--- src/hw/rtl/irpm_pkg.sv ---
// irpm_pkg: shared types, constants and reset values of the irprop- weight update unit
// no dependencies; imported by irpm_cfg, irpm_front, irpm_back and the top level
package irpm_pkg;

  // fixed point and field widths
  localparam int FRAC_BITS   = 20;
  localparam int ENTRIES     = 4096;
  localparam int IDX_W       = $clog2(ENTRIES);
  localparam int GRAD_W      = 32;
  localparam int WEIGHT_W    = 32;
  localparam int STEP_W      = 31;
  localparam int FAC_W       = 16;
  localparam int FAC_FRAC    = 14;
  localparam int PROD_W      = STEP_W + FAC_W;
  localparam int SCALED_W    = PROD_W + 1 - FAC_FRAC;
  localparam int WSUM_W      = WEIGHT_W + 2;
  localparam int ENTRY_W     = GRAD_W + STEP_W;

  // stream packing
  localparam int IN_DATA_W   = 80;
  localparam int OUT_DATA_W  = 80;

  // apb register file
  localparam int CFG_ADDR_W  = 5;
  localparam int CFG_DATA_W  = 32;

  // front queue
  localparam int Q_DEPTH     = 2;
  localparam int Q_PTR_W     = (Q_DEPTH > 1) ? $clog2(Q_DEPTH) : 1;
  localparam int Q_CNT_W     = $clog2(Q_DEPTH + 1);

  localparam logic [STEP_W-1:0]   STEP_MAX   = {STEP_W{1'b1}};
  localparam logic [PROD_W:0]     ROUND_HALF = (PROD_W + 1)'(1) << (FAC_FRAC - 1);
  localparam logic [WEIGHT_W-1:0] W_MAX      = {1'b0, {(WEIGHT_W-1){1'b1}}};
  localparam logic [WEIGHT_W-1:0] W_MIN      = {1'b1, {(WEIGHT_W-1){1'b0}}};

  // saturate an elaboration-time value to the step range
  function automatic logic [STEP_W-1:0] clamp_const(input longint unsigned v);
    clamp_const = (v > longint'(STEP_MAX)) ? STEP_MAX : STEP_W'(v);
  endfunction

  localparam longint unsigned ONE_FIX = longint'(1) << FRAC_BITS;
  localparam logic [FAC_W-1:0]  GROW_RST   = 16'd19661;
  localparam logic [FAC_W-1:0]  SHRINK_RST = 16'd8192;
  localparam logic [STEP_W-1:0] CEIL_RST   = clamp_const(ONE_FIX * 50);
  localparam logic [STEP_W-1:0] START_RST  = clamp_const((ONE_FIX * 15 + 500) / 1000);
  localparam logic [STEP_W-1:0] FLOOR_CALC = clamp_const((ONE_FIX + 500000) / 1000000);
  localparam logic [STEP_W-1:0] FLOOR_RST  = (FLOOR_CALC == '0) ? STEP_W'(1) : FLOOR_CALC;

  // item kind on in_tuser
  typedef enum logic {
    KIND_INIT   = 1'b0,
    KIND_UPDATE = 1'b1
  } kind_t;

  // sign case on out_tuser
  typedef enum logic [1:0] {
    CASE_SAME = 2'd0,
    CASE_REV  = 2'd1,
    CASE_ZERO = 2'd2,
    CASE_INIT = 2'd3
  } case_t;

  // classified item between front and back
  typedef struct packed {
    kind_t                kind;
    logic [IDX_W-1:0]     idx;
    logic [GRAD_W-1:0]    grad;
    logic [WEIGHT_W-1:0]  weight;
    logic                 g_pos;
    logic                 g_neg;
  } irpm_item_t;

  // configuration registers as seen by the back end
  typedef struct packed {
    logic [FAC_W-1:0]  grow;
    logic [FAC_W-1:0]  shrink;
    logic [STEP_W-1:0] ceiling;
    logic [STEP_W-1:0] floor_lim;
    logic [STEP_W-1:0] start;
  } irpm_cfg_t;

endpackage

--- src/hw/rtl/irpm_cfg.sv ---
// irpm_cfg: apb register file for growth, shrink and step limit registers
// depends on irpm_pkg
module irpm_cfg
  import irpm_pkg::*;
(
  input  logic                  clk,
  input  logic                  rst_n,
  input  logic                  cfg_psel,
  input  logic                  cfg_penable,
  input  logic                  cfg_pwrite,
  input  logic [CFG_ADDR_W-1:0] cfg_paddr,
  input  logic [CFG_DATA_W-1:0] cfg_pwdata,
  output logic [CFG_DATA_W-1:0] cfg_prdata,
  output logic                  cfg_pready,
  output irpm_cfg_t             cfg
);

  typedef enum logic [2:0] {
    REG_GROW   = 3'd0,
    REG_SHRINK = 3'd1,
    REG_CEIL   = 3'd2,
    REG_FLOOR  = 3'd3,
    REG_START  = 3'd4
  } reg_idx_t;

  logic [FAC_W-1:0]  grow_r, shrink_r;
  logic [STEP_W-1:0] ceil_r, floor_r, start_r;
  logic [2:0]        reg_sel;
  logic              wr_en;

  assign cfg_pready = 1'b1;
  assign reg_sel    = cfg_paddr[4:2];
  assign wr_en      = cfg_psel && cfg_penable && cfg_pwrite && cfg_pready;

  // register writes
  always_ff @(posedge clk) begin
    if (!rst_n) begin
      grow_r   <= GROW_RST;
      shrink_r <= SHRINK_RST;
      ceil_r   <= CEIL_RST;
      floor_r  <= FLOOR_RST;
      start_r  <= START_RST;
    end else if (wr_en) begin
      unique case (reg_sel)
        REG_GROW:   grow_r   <= cfg_pwdata[FAC_W-1:0];
        REG_SHRINK: shrink_r <= cfg_pwdata[FAC_W-1:0];
        REG_CEIL:   ceil_r   <= cfg_pwdata[STEP_W-1:0];
        REG_FLOOR:  floor_r  <= cfg_pwdata[STEP_W-1:0];
        REG_START:  start_r  <= cfg_pwdata[STEP_W-1:0];
        default: ;
      endcase
    end
  end

  // read mux
  always_comb begin
    unique case (reg_sel)
      REG_GROW:   cfg_prdata = CFG_DATA_W'(grow_r);
      REG_SHRINK: cfg_prdata = CFG_DATA_W'(shrink_r);
      REG_CEIL:   cfg_prdata = CFG_DATA_W'(ceil_r);
      REG_FLOOR:  cfg_prdata = CFG_DATA_W'(floor_r);
      REG_START:  cfg_prdata = CFG_DATA_W'(start_r);
      default:    cfg_prdata = '0;
    endcase
  end

  assign cfg.grow      = grow_r;
  assign cfg.shrink    = shrink_r;
  assign cfg.ceiling   = ceil_r;
  assign cfg.floor_lim = floor_r;
  assign cfg.start     = start_r;

endmodule

--- config.mk ---
export PLATFORM = sky130hd
export DESIGN_NAME = irpm_cfg
export DESIGN_NICKNAME = d
export VERILOG_FILES = /design/src/hw/rtl/irpm_pkg.sv /design/src/hw/rtl/irpm_cfg.sv
export SDC_FILE = /design/constraint.sdc
export NUM_CORES = 1
export LEC_CHECK = 0
export ABC_AREA = 1
export BUFFER_PORTS_ARGS = -buffer_cell sky130_fd_sc_hd__buf_2
export CORE_MARGIN = 2
export CORE_UTILIZATION = 37
export CTS_CLUSTER_DIAMETER = 60
export DETAILED_ROUTE_END_ITERATION = 12
export GPL_TIMING_DRIVEN = 0
export PLACE_DENSITY = 0.71
export SYNTH_ARGS = -nofsm -noshare
export SYNTH_HDL_FRONTEND = slang
export SYNTH_SLANG_ARGS = --single-unit
--- constraint.sdc ---
create_clock -name clk -period 1.7 [get_ports clk]
set_clock_uncertainty 0.15 [all_clocks]
set_input_delay 0.17 -clock clk [delete_from_list [all_inputs] [get_ports clk]]
set_output_delay 0.17 -clock clk [all_outputs]
set_load 0.03 [all_outputs]
==> flow_summary_export.csv <==
group,metric,value,unit
final_layout,n_fill_cell,1568,
floorplanning,start_util,0.377,
sta,fin_crit_sh,1.00,
synth,synth-xor-area-share,0,
floorplanning,fp.dieW,131,µm
synth,yosysTopAreaCell,"dfxtp_1",
synth,synth_top_area_frac,0.419,
synth,synthMuxAreaShare,0,
floorplanning,die_area,17200,µm²
sta,relSlewSlack,0.560,
setup_path,critPathRequiredTime,1.38,ns
route,wire_per_inst,17.1,µm
place,gp_congestion,0.900,
final_layout,syn_to_final_growth,41.7,%
final_layout,post-route-util,0.535,
sta,hold_violations,0,
global_route,grt_usage,0.281,
sta,tns,-0.00411,ns
synth,yosysSeqAreaShare,0.419,
route,first_iter_violations,702,
global_route,grt_pass1_wl,35700,µm
floorplanning,rows,46,
cts,cts_sinks,125,
synth,synth_fp_nets,975,
pwr,ir_worst_vdd,0.780,mV
worst_hold_path,hold_class,"in2reg",
synth,ys_types,18,
place,placed_area,7210,µm²
place,dp.cells,1342,
synth,synth_top_family_by_area,"simple AND/OR/NAND/NOR gates",
global_route,first_global_vias,6471,
route,wirelength,24200,µm
route,drtPass1Iterations,7,
final_layout,seq_area,2510,µm²
cts,cts_root_buf,"clkbuf_16",
setup_path,worstSetupEndpointType,"primary output",
cts,h-tree-depth,4,
floorplanning,core_area,15800,µm²
pwr,p_leak,4.30,nW
final_layout,multi_input_area,3020,µm²
sta,worst_pin_slew,0.660,ns
synth,avgSynthCellArea,6.40,µm²
pwr,p_per_area,899,nW/µm²
cts,numCtsBuffers,17,
cts,clk_pin_slew,0.05,ns
global_route,overflow,0,
cts,clk_path_buf_depth,2,
global_route,antenna_found_initial,2,
route,vias,7209,
synth,synth.area.top_cells,"dfxtp_1, nand2_1, nor2_1",
setup_path,crit_fanout,10,
global_route,grt_max_degree,17,
route,drc,0,
final_layout,diodes,0,
flow_run,maxCapViolCount,0,
synth,synthCells,933,
setup_path,worstPathArrival,1.38,ns
synth,synthSimpleGateAreaFrac,0.495,
synth,synth_compound_area_frac,0.00168,
final_layout,layout-drive-gt1-share,0.274,
floorplanning,dieHeight,131,µm
floorplanning,io_pins,200,
sta,min_period,1.70,ns
sta,worst_slack,-0.00411,ns
synth,ys_ff_latch,125,
sta,holdWs,0.0276,ns
route,ant_nets,0,
synth,synth_fa_ha_area_frac,0,
cts,cts_tree,"built",
setup_path,crit_type,"in2out",
place,dp_hpwl,17400,µm
place,port_buffers,193,
final_layout,final_nets,1230,
synth,ys_warn_count,0,
final_layout,postLayoutCellArea,8460,µm²
status,violations,"setup timing",
sta,fmax,0.587,GHz
final_layout,stdcell_count,1416,
setup_path,critical_path.startpoint_type,"input port",
synth,syn_area,5970,µm²
status,status,"finished, violations left",
cts,clk_latency,0.42,ns
sta,setup_viol,1,
route,vias_per_cell,5.09,
sta,maxSlewViolCount,0,
## worst max-delay path, stage by stage
cell and delay, ns:
clkbuf_4 0.18, buf_8 0.16, nand2_1 0.09, nor2_4 0.14
buf_12 0.14, buf_6 0.15, nand2_1 0.09, nand2_1 0.09
buf_4 0.16
## layout by cell type, fill, tap and decap left out, types with 2 or more instances in the layout
cell type      count
nand2_1          283
nor2_1           218
buf_2            191
nand3_1          159
dfxtp_1          115
buf_4             36
inv_1             33
dlygate4sd3_1     28
clkbuf_16         18
nand4_1           16
clkbuf_4          15
buf_6             12
nand2_2           10
buf_1             10
dfxtp_2           10
nor2_2             9
nor2_4             6
clkbuf_8           6
clkbuf_1           5
buf_8              4
nand3_4            2
o21ai_0            2
conb_1             2
clkinv_2           2
bufinv_16          2
buf_12             2
## timing repair
item | CTS | global route
endpoints found under the setup margin | 30 | 31
endpoints found under the hold margin | 64 | 0
setup buffers | 2 | 11
resized for setup | 21 | 81
gates cloned | 0 | 3
pin swaps | 1 | 6
hold buffers | 28 | 0
## per-layer routing
metal	global-route usage	share of wire
met5	0	0.00099
met4	0.150	0.044
met3	0.0782	0.12
met2	0.443	0.44
met1	0.349	0.40
## cells by family (layout without fill, tap and decap cells)
group	count (synthesis)	in the layout
compound gates	2	2
buf+inv	101	368
flops	125	125
other cells	2	2
simple gates	703	703
## cell type report
type / instances / share of cell area
Multi-Input combinational cell: 707 / 0.356
Clock buffer: 26 / 0.0613
Clock inverter: 5 / 0.00931
Sequential cell: 125 / 0.297
Inverter: 36 / 0.0167
Tap cell: 216 / 0.0319
Buffer: 64 / 0.0537
Timing Repair Buffer: 237 / 0.174
## path summary, 6_finish.rpt
path                  from             to  slack (ns)  cells past startpoint
max           cfg_paddr[3]  cfg_prdata[0]      -0.004                      9
min          cfg_pwdata[1]     floor_r[1]        0.03                      5
max reg2reg    shrink_r[0]    shrink_r[0]        0.89                      2
min reg2reg     ceil_r[25]     ceil_r[25]        0.34                      2
## where the power goes
group	internal [mW]	switching, mW	total, mW
clock	2.38	1.31	3.69
combinational	0.312	0.603	0.915
sequential	2.97	0.0343	3.00
## flip-flops by register name (all words and copies together), names as in the netlist
name	cells
ceil_r	31
floor_r	31
grow_r	16
shrink_r	16
start_r	31
## through the flow
stage / power, mW / setup WS (ns)
finish: 7.61 / -0.00411
global route: 7.84 / -0.0217
CTS: 7.54 / -0.0395
detailed placement: 3.83 / -0.299
global placement: 3.82 / -0.295
floorplan: 3.55 / 0.234
## cell usage after synthesis (all sizes together)
| master | n |
|---|---|
| buf | 62 |
| clkbuf | 3 |
| conb | 2 |
| dfxtp | 125 |
| inv | 36 |
| nand2 | 293 |
| nand3 | 161 |
| nand4 | 16 |
| nor2 | 233 |
| o21ai | 2 |
(Power assumes the default switching activity.)
