[config.mk]
export PLATFORM = sky130hd
export DESIGN_NAME = irpm_front
export DESIGN_NICKNAME = d
export VERILOG_FILES = /design/src/hw/rtl/irpm_pkg.sv /design/src/hw/rtl/irpm_front.sv
export SDC_FILE = /design/constraint.sdc
export NUM_CORES = 1
export LEC_CHECK = 0
export CAP_MARGIN = 20
export CORE_MARGIN = 2
export CORE_UTILIZATION = 65
export CTS_CLUSTER_DIAMETER = 50
export CTS_CLUSTER_SIZE = 30
export DETAILED_ROUTE_END_ITERATION = 8
export DONT_BUFFER_PORTS = 1
export MAX_ROUTING_LAYER = met4
export PLACE_DENSITY = 0.86
export SLEW_MARGIN = 20
export SYNTH_ARGS = -nofsm -noshare
export SYNTH_HDL_FRONTEND = slang
export SYNTH_SLANG_ARGS = --single-unit
[constraint.sdc]
create_clock -name clk -period 7.2 [get_ports clk]
set_input_delay 1.44 -clock clk [delete_from_list [all_inputs] [get_ports clk]]
set_output_delay 1.44 -clock clk [all_outputs]
set_load 0.02 [all_outputs]
[src/hw/rtl/irpm_pkg.sv]
// irpm_pkg: shared types, constants and reset values of the irprop- weight update unit
// no dependencies; imported by irpm_cfg, irpm_front, irpm_back and the top level
package irpm_pkg;

  // fixed point and field widths
  localparam int FRAC_BITS   = 20;
  localparam int ENTRIES     = 4096;
  localparam int IDX_W       = $clog2(ENTRIES);
  localparam int GRAD_W      = 32;
  localparam int WEIGHT_W    = 32;
  localparam int STEP_W      = 31;
  localparam int FAC_W       = 16;
  localparam int FAC_FRAC    = 14;
  localparam int PROD_W      = STEP_W + FAC_W;
  localparam int SCALED_W    = PROD_W + 1 - FAC_FRAC;
  localparam int WSUM_W      = WEIGHT_W + 2;
  localparam int ENTRY_W     = GRAD_W + STEP_W;

  // stream packing
  localparam int IN_DATA_W   = 80;
  localparam int OUT_DATA_W  = 80;

  // apb register file
  localparam int CFG_ADDR_W  = 5;
  localparam int CFG_DATA_W  = 32;

  // front queue
  localparam int Q_DEPTH     = 2;
  localparam int Q_PTR_W     = (Q_DEPTH > 1) ? $clog2(Q_DEPTH) : 1;
  localparam int Q_CNT_W     = $clog2(Q_DEPTH + 1);

  localparam logic [STEP_W-1:0]   STEP_MAX   = {STEP_W{1'b1}};
  localparam logic [PROD_W:0]     ROUND_HALF = (PROD_W + 1)'(1) << (FAC_FRAC - 1);
  localparam logic [WEIGHT_W-1:0] W_MAX      = {1'b0, {(WEIGHT_W-1){1'b1}}};
  localparam logic [WEIGHT_W-1:0] W_MIN      = {1'b1, {(WEIGHT_W-1){1'b0}}};

  // saturate an elaboration-time value to the step range
  function automatic logic [STEP_W-1:0] clamp_const(input longint unsigned v);
    clamp_const = (v > longint'(STEP_MAX)) ? STEP_MAX : STEP_W'(v);
  endfunction

  localparam longint unsigned ONE_FIX = longint'(1) << FRAC_BITS;
  localparam logic [FAC_W-1:0]  GROW_RST   = 16'd19661;
  localparam logic [FAC_W-1:0]  SHRINK_RST = 16'd8192;
  localparam logic [STEP_W-1:0] CEIL_RST   = clamp_const(ONE_FIX * 50);
  localparam logic [STEP_W-1:0] START_RST  = clamp_const((ONE_FIX * 15 + 500) / 1000);
  localparam logic [STEP_W-1:0] FLOOR_CALC = clamp_const((ONE_FIX + 500000) / 1000000);
  localparam logic [STEP_W-1:0] FLOOR_RST  = (FLOOR_CALC == '0) ? STEP_W'(1) : FLOOR_CALC;

  // item kind on in_tuser
  typedef enum logic {
    KIND_INIT   = 1'b0,
    KIND_UPDATE = 1'b1
  } kind_t;

  // sign case on out_tuser
  typedef enum logic [1:0] {
    CASE_SAME = 2'd0,
    CASE_REV  = 2'd1,
    CASE_ZERO = 2'd2,
    CASE_INIT = 2'd3
  } case_t;

  // classified item between front and back
  typedef struct packed {
    kind_t                kind;
    logic [IDX_W-1:0]     idx;
    logic [GRAD_W-1:0]    grad;
    logic [WEIGHT_W-1:0]  weight;
    logic                 g_pos;
    logic                 g_neg;
  } irpm_item_t;

  // configuration registers as seen by the back end
  typedef struct packed {
    logic [FAC_W-1:0]  grow;
    logic [FAC_W-1:0]  shrink;
    logic [STEP_W-1:0] ceiling;
    logic [STEP_W-1:0] floor_lim;
    logic [STEP_W-1:0] start;
  } irpm_cfg_t;

endpackage

[src/hw/rtl/irpm_front.sv]
// irpm_front: accepts input items, classifies the gradient sign, queues them
// depends on irpm_pkg
module irpm_front
  import irpm_pkg::*;
(
  input  logic                 clk,
  input  logic                 rst_n,
  input  logic                 in_tvalid,
  output logic                 in_tready,
  input  logic [IN_DATA_W-1:0] in_tdata,
  input  logic                 in_tuser,
  output logic                 q_valid,
  output irpm_item_t           q_item,
  input  logic                 q_pop
);

  irpm_item_t         q_mem_r [Q_DEPTH];
  logic [Q_PTR_W-1:0] wr_ptr_r, rd_ptr_r;
  logic [Q_CNT_W-1:0] count_r;
  irpm_item_t         new_item;
  logic               push;

  // unpack and classify the incoming item
  always_comb begin
    new_item.kind   = kind_t'(in_tuser);
    new_item.idx    = in_tdata[IDX_W-1:0];
    new_item.grad   = in_tdata[12 +: GRAD_W];
    new_item.weight = in_tdata[44 +: WEIGHT_W];
    new_item.g_neg  = new_item.grad[GRAD_W-1];
    new_item.g_pos  = !new_item.grad[GRAD_W-1] && (new_item.grad != '0);
  end

  assign in_tready = (count_r != Q_CNT_W'(Q_DEPTH));
  assign push      = in_tvalid && in_tready;
  assign q_valid   = (count_r != '0);
  assign q_item    = q_mem_r[rd_ptr_r];

  // queue storage
  always_ff @(posedge clk) begin
    if (push) begin
      q_mem_r[wr_ptr_r] <= new_item;
    end
  end

  // queue pointers and fill count
  always_ff @(posedge clk) begin
    if (!rst_n) begin
      wr_ptr_r <= '0;
      rd_ptr_r <= '0;
      count_r  <= '0;
    end else begin
      if (push) begin
        wr_ptr_r <= (wr_ptr_r == Q_PTR_W'(Q_DEPTH - 1)) ? '0 : wr_ptr_r + 1'b1;
      end
      if (q_pop) begin
        rd_ptr_r <= (rd_ptr_r == Q_PTR_W'(Q_DEPTH - 1)) ? '0 : rd_ptr_r + 1'b1;
      end
      if (push && !q_pop) begin
        count_r <= count_r + 1'b1;
      end else if (!push && q_pop) begin
        count_r <= count_r - 1'b1;
      end
    end
  end

  // a pushed item is visible to the back end next cycle
  a_push_visible: assert property (@(posedge clk) disable iff (!rst_n)
    (push && !q_pop) |=> q_valid)
    else $error("queue lost a pushed item");

  // pop never happens on an empty queue
  a_no_underflow: assert property (@(posedge clk) disable iff (!rst_n)
    q_pop |-> (count_r != '0))
    else $error("queue popped while empty");

endmodule

==> impl_metrics.csv <==
group,metric,value,unit
placement,dp.cells,382,
pwr,ir_worst_vdd,0.200,mV
global_route,use_met2,31.4,%
critical_path,max_stage_delay,740,ps
clock_network,cts_buffers,17,
clock_network,post_cts.repair.setup_buffers,0,
layout,nFillCells,534,
die,start_util,66.0,%
flow_run,maxCapViolations,0,
logic_synthesis,syn_inst,280,
pwr,p_seq_share,51.8,%
logic_synthesis,synth_compound_area_share,0.499,%
route,drc_errors,0,
placement,place_congestion,0.752,
logic_synthesis,synth_nets,366,
timing,rsz0062_at_grt,"no",
clock_network,insertion_delay,490,ps
clock_network,clk_pin_slew_worst_paths,60,ps
hold_path,hold_start,"count_r[1]$_SDFFE_PN0P_",
critical_path,r2r-end,"q_mem_r[0][48]$_DFFE_PP_",
global_route,grt_overflow,0,
global_route,grt_first_pass_wirelength,13600,um
die,io_pins,166,
timing,finalSetupViolations,0,
hold_path,hold_path_end,"count_r[1]$_SDFFE_PN0P_",
timing,fin_crit,3510,ps
critical_path,cp.required,5760,ps
logic_synthesis,synth.area.mux_share,15.9,%
pwr,intPower,1.69,mW
critical_path,r2r_setup_slack,4840,ps
clock_network,cts_hold_buf,0,
clock_network,cts_tree,"built",
route,vias,2541,
placement,io_buffer_count,0,
logic_synthesis,synth_fa_ha_area_share,0.208,%
logic_synthesis,synth_xor_area_share,0.437,%
layout,finalNonFillerCells,415,
layout,syn_to_final_growth,10.8,%
logic_synthesis,synth_seq_cells,161,
global_route,gr-usage-met1,20.2,%
die,die_w,100,um
route,drt_iter0_drc,90,
placement,placed_cell_area,6090,um^2
critical_path,slowest_stage,"dfxtp_4",
logic_synthesis,synth_top_family_by_area,"multiplexers",
global_route,grt_start_max_net_pins,79,
global_route,grt_pass1_vias,2647,
layout,ff_latch_area,4790,um^2
logic_synthesis,yosysSeqAreaShare,79.6,%
critical_path,crit_fanout,43,
layout,drive_gt1_share,37.5,%
critical_path,r2r_start,"count_r[0]$_SDFFE_PN0P_",
die,die-area,10000,um^2
timing,setup_tns,0,ps
clock_network,cts_root_buf,"clkbuf_8",
pwr,power.leakage,2.22,nW
critical_path,worst_setup_path_start_kind,"flop",
route,firstDrtPassIters,4,
logic_synthesis,syn_avg_cell_area,21.5,um^2
pwr,p_total,2.26,mW
route,viasPerCell,6.12,
critical_path,reg2reg_depth,4,
critical_path,path_buf_inv,1,
timing,fmax,0.285,GHz
hold_path,hold_path.class,"flop to flop",
layout,multi_input_comb_area,1140,um^2
logic_synthesis,synth.distinct_cells,23,
route,routedWlPerCell,22.7,um
layout,antenna_cells,0,
pwr,clockPowerShare,36.1,%
timing,relSlewSlack,30.5,%
placement,dpl.hpwl,5950,um
route,drtAntennaViolNets,0,
critical_path,path_cells,"buf_12 -> mux2_2",
timing,skew,5.63,ps
layout,nNetsFinal,377,
critical_path,worstPathArrival,2070,ps
timing,hold_viol,0,
clock_network,htreeDepth,4,
logic_synthesis,syn_area,6010,um^2
global_route,grt_usage,19.1,%
clock_network,post_cts_resized,0,
logic_synthesis,yosys_warnings,0,
global_route,busiest_layer,"met2",
die,placementRows,35,
timing,tightestPinTransition,1040,ps
layout,fin_area,6660,um^2
route,wirelength,9400,um
pwr,combPwrFrac,12.1,%
logic_synthesis,yosys.area_share.simple,1.96,%
pwr,p_sw,0.569,mW
clock_network,clock_sinks,161,
timing,final_max_slew_viol_count,0,
die,core,9110,um^2
clock_network,cts_max_path_buffers,2,
pwr,powerDensity,339,nW/um^2
critical_path,criticalPathCategory,"flop to primary output",
die,die_h,100,um
timing,fin_crit_sh,48.7,%
critical_path,cpLargestDelayFamily,"flip-flops",
run_status,outcome,"finished clean",
pwr,p_sw_share,25.2,%
global_route,antenna_found_initial,0,
critical_path,endpoint_kind,"primary output",
hold_path,min_path_cells,2,
global_route,use_met3,9.12,%
-- how the worst max path moves through the flow --
stage / to / slack [ps] / depth (start not counted)
floorplan: q_mem_r[1][10]$_DFFE_PP_ / 3440 / 1
global placement: q_item[65] / 4100 / 1
detailed placement: q_item[65] / 4090 / 1
CTS: q_item[65] / 3560 / 1
global route: q_item[0] / 3600 / 2
finish: q_item[0] / 3690 / 2
-- cells in the mapped netlist (all sizes together) --
cell	instances	share of area [%]
nand2b	1	0.10
a21oi	3	0.25
and2	1	0.10
and3	1	0.10
or3	1	0.10
ha	1	0.21
and4	2	0.29
nor2	3	0.19
nor4	8	0.83
dfxtp	5	1.7
o21ai	1	0.083
mux2	78	16
buf	10	1.3
or2	1	0.10
nand3b	1	0.12
edfxtp	156	78
xor2	2	0.29
a21bo	1	0.17
inv	3	0.19
xnor2	1	0.15
-- flip-flops by register name (all words and copies together), names as in the netlist, named ones only --
name      count
count_r       2
q_mem_r     156
rd_ptr_r      1
wr_ptr_r      1
-- cell families (layout without fill, tap and decap cells) --
kind of cell,after synthesis,in the layout
flip-flops,161,161
multiplexers,78,78
AND/OR/NAND/NOR,19,19
buffers and inverters,13,37
AO/OA/AOI/OAI,5,5
XOR/XNOR,3,3
adder cells (fa/ha/maj),1,1
-- per-stage QoR --
stage	hold WS (ps)	util [%]	setup slack, ps
detailed placement	497	66.9	4090
finish	510	73.1	3690
global route	530	73.1	3600
global placement	483	66.9	4100
floorplan	467	-	3440
CTS	508	72.9	3560
-- power by group through the flow --
stage	combinational [mW]	sequential [mW]	clock, mW
5_1_grt	0.289	1.18	0.867
2_1_floorplan	0.250	1.18	0
6_report	0.274	1.17	0.816
4_1_cts	0.267	1.18	0.832
3_5_place_dp	0.266	1.20	0
3_3_place_gp	0.262	1.19	0
-- worst min-delay path: cells and delay by family, from the launching register on --
kind,cells,cell delay (ps)
AO/OA/AOI/OAI,2,130
flip-flops,1,330
-- per-layer routing --
metal	routed length, um	vias to the layer above
li1	-	1134
met4	76	0
met5	0	-
met2	4800	128
met3	1050	8
met1	3480	1271
-- cells in the final DEF (no fill, tap or decap), types with 3 or more instances in the layout --
cell        netlist  final
mux2_2           58     58
nor2_1            3      3
edfxtp_1        156    156
nor4_1            8      8
clkbuf_16         0     16
clkinv_4          0      4
clkinvlp_4        0      3
inv_6             0      3
a21oi_1           3      3
mux2_4           20     20
dfxtp_1           5      4
-- cell type report --
| cell class | instances | area share [%] |
|---|---|---|
| flip-flops and latches | 161 | 71.9 |
| multi-input cells | 106 | 17.2 |
| clock buffers | 19 | 6.33 |
| well taps | 111 | 2.08 |
| clock inverters | 13 | 1.93 |
| repair buffers | 2 | 0.413 |
| inverters | 3 | 0.188 |
Power figures use the tool's default switching activity.
